**config.mk**
```make
export PLATFORM = sky130hd
export DESIGN_NAME = ole_cell
export DESIGN_NICKNAME = d
export VERILOG_FILES = /design/src/design/ole_pkg.sv /design/src/design/ole_cell.sv
export SDC_FILE = /design/constraint.sdc
export NUM_CORES = 1
export LEC_CHECK = 0
export BUFFER_PORTS_ARGS = -buffer_cell sky130_fd_sc_hd__buf_2
export CAP_MARGIN = 40
export CORE_ASPECT_RATIO = 1.1
export CORE_MARGIN = 4
export CORE_UTILIZATION = 47
export CTS_CLUSTER_DIAMETER = 40
export DETAILED_ROUTE_END_ITERATION = 10
export MAX_ROUTING_LAYER = met4
export PLACE_DENSITY = 0.85
export SLEW_MARGIN = 25
export SYNTH_ARGS = -nofsm -noshare
export SYNTH_HDL_FRONTEND = slang
export SYNTH_SLANG_ARGS = --single-unit
```
**constraint.sdc**
```tcl
create_clock -name aclk -period 2.7 [get_ports aclk]
set_clock_uncertainty 0.2 [all_clocks]
set_input_delay 0.135 -clock aclk [delete_from_list [all_inputs] [get_ports aclk]]
set_output_delay 0.135 -clock aclk [all_outputs]
set_load 0.005 [all_outputs]
```
**src/design/ole_pkg.sv**
```systemverilog
// Shared types, constants and helpers for the ordered list engine.
// No dependencies; imported by every module of the block.
package ole_pkg;

    // list geometry
    localparam int DEPTH  = 64;
    localparam int DATA_W = 32;
    localparam int CNT_W  = $clog2(DEPTH + 1);
    localparam int POS_W  = 7;
    localparam int CMP_W  = ((CNT_W > POS_W) ? CNT_W : POS_W) + 1;

    // stream payload widths
    localparam int S_DATA_W = 48;
    localparam int M_DATA_W = 48;

    // reduction tree: groups of GRP cells, then one combine over NG groups
    localparam int GRP   = 8;
    localparam int NG    = (DEPTH + GRP - 1) / GRP;
    localparam int OFF_W = $clog2(GRP);
    localparam int GRP_W = $clog2(GRP + 1);

    // command codes
    localparam logic [2:0] ACT_INSERT = 3'd0;
    localparam logic [2:0] ACT_DELETE = 3'd1;
    localparam logic [2:0] ACT_FIRST  = 3'd2;
    localparam logic [2:0] ACT_LAST   = 3'd3;
    localparam logic [2:0] ACT_COUNT  = 3'd4;

    // result status codes
    localparam logic [1:0] STAT_OK    = 2'd0;
    localparam logic [1:0] STAT_EMPTY = 2'd1;
    localparam logic [1:0] STAT_FULL  = 2'd2;
    localparam logic [1:0] STAT_RANGE = 2'd3;

    // per-cell update
    typedef enum logic [1:0] {
        OP_HOLD       = 2'd0,
        OP_TAKE_LEFT  = 2'd1,
        OP_TAKE_RIGHT = 2'd2,
        OP_LOAD_KEY   = 2'd3
    } cell_op_t;

    typedef struct packed {
        cell_op_t op;
        logic     cmp_en;   // compare against key this cycle
        logic     pick;     // capture own value (delete target)
    } cell_ctrl_t;

    // reduced results over the row of cells
    typedef struct packed {
        logic [CNT_W-1:0]  first;
        logic [CNT_W-1:0]  last;
        logic [CNT_W-1:0]  count;
        logic [DATA_W-1:0] picked;
    } red_t;

    // 32-bit signed input value to stored entry width
    function automatic logic [DATA_W-1:0] to_entry(input logic [31:0] v);
        logic [63:0] ext;
        ext = {{32{v[31]}}, v};
        return ext[DATA_W-1:0];
    endfunction

    // stored entry to the 32-bit result field
    function automatic logic [31:0] from_entry(input logic [DATA_W-1:0] e);
        logic [63:0] z;
        z = 64'(e);
        return z[31:0];
    endfunction

endpackage

```
**src/design/ole_cell.sv**
```systemverilog
// One cell of the list row: holds one entry, shifts with its neighbors.
// Depends on ole_pkg.
module ole_cell import ole_pkg::*; (
    input  logic              aclk,
    input  cell_ctrl_t        ctrl,
    input  logic [DATA_W-1:0] left_val,
    input  logic [DATA_W-1:0] right_val,
    input  logic [DATA_W-1:0] key,
    output logic [DATA_W-1:0] value_q,
    output logic              match_q,
    output logic [DATA_W-1:0] pick_q
);

    logic [DATA_W-1:0] value_reg;
    logic [DATA_W-1:0] value_next;
    logic              match_reg;
    logic [DATA_W-1:0] pick_reg;

    // entry update from neighbors or key
    always_comb begin
        case (ctrl.op)
            OP_TAKE_LEFT:  value_next = left_val;
            OP_TAKE_RIGHT: value_next = right_val;
            OP_LOAD_KEY:   value_next = key;
            default:       value_next = value_reg;
        endcase
    end

    // entry, match flag and delete capture
    always_ff @(posedge aclk) begin
        value_reg <= value_next;
        match_reg <= ctrl.cmp_en && (value_reg == key);
        pick_reg  <= ctrl.pick ? value_reg : '0;
    end

    assign value_q = value_reg;
    assign match_q = match_reg;
    assign pick_q  = pick_reg;

endmodule

```
==> results.md <==
* Status: finished clean
* Total Power at ~2.7 mW
* Register area share after synthesis at 0.5689
* Io pins at around 170
* Yosys top cell area share at 0.3371
* Hold Startpoint: key[0]
* DR WL/cell at 17.86 µm
* Crit Reg-Reg Endpoint: match_q
* Overflow after GRT at 0
* Reg2reg path depth at 4
* Net count after synthesis at roughly 350
* P_leak at approximately 2.2 nW
* Hold path endpoint: match_q
* Layout Cells excl Fill at 558
* Largest net degree at the start of global routing at 65
* Die Span Y at between 80 and 90 µm
* Final period utilization at 0.7664
* Final setup margin at about 630 ps
* Area post-placement at ~3700 µm²
* CP required at about 2600 ps
* Vias per std cell at 5.081
* Met2 Use GR at 0.5044
* Initial Util at 0.4879
* R2r setup slk at 1050 ps
* DR pass1 iterations at 4
* Slowest cell on the critical path: dlygate4sd3_1
* Most area-consuming cells after synthesis: edfxtp_1, dfxtp_1, mux2i_1, xor2_1, and2_1
* Tmin final at 2069 ps
* CP Buf/Inv Count at 3
* Design area at between 4000 and 5000 µm²
* Routed vias at approximately 2800
* Yosys reg bits at 65
* Final Hold Viols at 0
* Worst-Margin Slew at 823.3 ps
* CTS clock-pin slew for the worst setup and hold paths at around 70 ps
* Area grow syn2layout at 59.70%
* CTS H-tree lvls at 3
* Worst path top cell family by delay: buffers and inverters
* Clock latency on the worst-skew pair at 340 ps
* Die footprint at 7376 µm²
* GR peak layer: met2
* Placed Instances at slightly below 500
* Initial antenna violation count at 1
* Most common cell in the netlist: dfxtp_1
* Initial DRC count at approximately 140
* Hold slack at 4.107 ps
* Die X at about 82 µm
* Met1 global-route usage at 0.2855
* Setup bufs post-CTS at 0
* RR Startpoint: value_q[17]
* TritonCTS clock tree: yes
* Critical path startpoint category: input pin
* Share of layout cells above drive strength 1 at 0.3854
* CP Capture Type: flip-flop
* First-pass GRT wire length at approximately 14 mm
* Total Routing Usage GR at 0.2767
* TritonCTS Buffers at 9
* Critical Path AT at between 1500 and 2000 ps
* Row count at 29
* Post-CTS sizing at 0
* Hold Crit Depth at 4
* Pwr Density at between 500 and 600 nW/µm²
* Mean post-synth cell area at 11.31 µm²
* Core Util, Final at 0.7792
* Synth area leader: edfxtp_1
* Fin nets at roughly 580
* VDD IR max at 556.4 µV
* Cells after Synth at 252
* Max Cap Violations at 0
* Setup Crit Path Kind: input pin to flip-flop
* Max Clk Rate at slightly below 500 MHz
* Met3 Use GR at 0.05090
* RSZ-0062 raised after global routing: false
* Vias in the first global route at just under 3000
* DP HPWL at 6.093 mm
* Port bufs at around 170
* Clock Path Buffers at 2
* Hold Path Class: input pin to flip-flop
* Drt total wl at about 10 mm
* Root Driver: clkbuf_8
* Number of flops mapped to enable cells by yosys at 32
* Post-place setup slack at 768.2 ps
* Dominant synthesized flop cell: dfxtp_1
* Setup TNS at 0 ps
* Detail Route Antenna Nets at 0
* DR DRC count at 0
* Core Area at about 5800 µm²
* Worst-path cell chain: buf_2, buf_4, mux2i_1, a21oi_1, dlygate4sd3_1
* Post-Syn Area at between 2000 and 3000 µm²
* Worst-path maximum fanout at 18
* Final setup viols at 0
* Rel. slew slack at 0.4512
* Gp weighted congestion at between 0.7 and 0.8
* Slew Limit Fails at 0
* Asr flop ratio synth at 0
* Synth warn at 0
* Largest stage delay on the critical path at around 580 ps
* Library cells used by synthesis at 18
* CTS sink count at 65
==> layer usage <==
layer / share of wire / up-vias / wire length [µm]
li1: - / 1317 / -
met1: 0.36 / 1336 / 3581
met2: 0.54 / 149 / 5382
met3: 0.068 / 33 / 674
met4: 0.033 / 0 / 329
met5: 0 / - / 0
==> where the power goes <==
| part | switching (mW) | internal (mW) |
|---|---|---|
| clock | 0.380 | 0.597 |
| sequential | 0.0639 | 1.15 |
| combinational | 0.233 | 0.281 |
| total | 0.677 | 2.03 |
==> how the worst max path moves through the flow <==
stage / slack [ps] / end / cells after the start / startpoint
floorplan: 1150 / value_q[0] / 3 / ctrl[2]
global placement: 830 / value_q[19] / 2 / ctrl[2]
detailed placement: 770 / value_q[13] / 2 / ctrl[2]
CTS: 720 / value_q[1] / 5 / ctrl[2]
global route: 570 / value_q[3] / 5 / ctrl[2]
finish: 630 / value_q[3] / 5 / ctrl[2]
==> worst reg2reg max path: cells and delay by family, from the launching register on <==
kind                      cells  cell delay [ps]
and+or+nand+nor               3              770
DFF                           1              440
xor gates and xnor gates      1              170
==> cell usage in the layout, fill, tap and decap left out <==
| cell | count |
|---|---|
| mux2i_1 | 32 |
| clkinv_2 | 3 |
| buf_4 | 2 |
| clkbuf_8 | 10 |
| dlygate4sd3_1 | 59 |
| diode_2 | 1 |
| nor3_2 | 1 |
| xnor2_1 | 1 |
| bufinv_16 | 2 |
| nor3_1 | 1 |
| nor4_1 | 7 |
| nand4_1 | 1 |
| and2_1 | 32 |
| or2_2 | 1 |
| a21oi_1 | 32 |
| dfxtp_1 | 33 |
| nand3_1 | 2 |
| nor2_1 | 32 |
| xor2_1 | 31 |
| clkbuf_16 | 1 |
| edfxtp_1 | 32 |
| buf_2 | 165 |
==> sequential cells by signal (all words and copies together) (netlist names) <==
register and cells:
value_q 32, pick_q 32, match_q 1
==> repair_timing <==
action | CTS | global route
hold buffers | 59 | 0
endpoints found under the setup margin | 0 | 0
hold endpoints to repair | 33 | 0
==> cell families (layout without fill, tap and decap cells) <==
| family | Yosys count | count (layout) | share of synthesized area |
|---|---|---|---|
| buffers and inverters | 14 | 242 | 0.02327 |
| AOI/OAI and AO/OA | 32 | 32 | 0.05619 |
| muxes | 32 | 32 | 0.1124 |
| xor gates and xnor gates | 32 | 32 | 0.09833 |
| and+or+nand+nor | 77 | 77 | 0.1409 |
| other | 0 | 1 | 0 |
| DFF | 65 | 65 | 0.5689 |
==> layout make-up <==
class                           count  area (µm²)
Fill cell                         394        1290
Clock buffer                       11       162.7
Multi-Input combinational cell    173        1162
Sequential cell                    65        1622
Clock inverter                      5       75.07
Antenna cell                        1       2.502
Timing Repair Buffer              226        1431
Tap cell                           77       96.34
No activity file was read; power rests on OpenSTA's default activity.
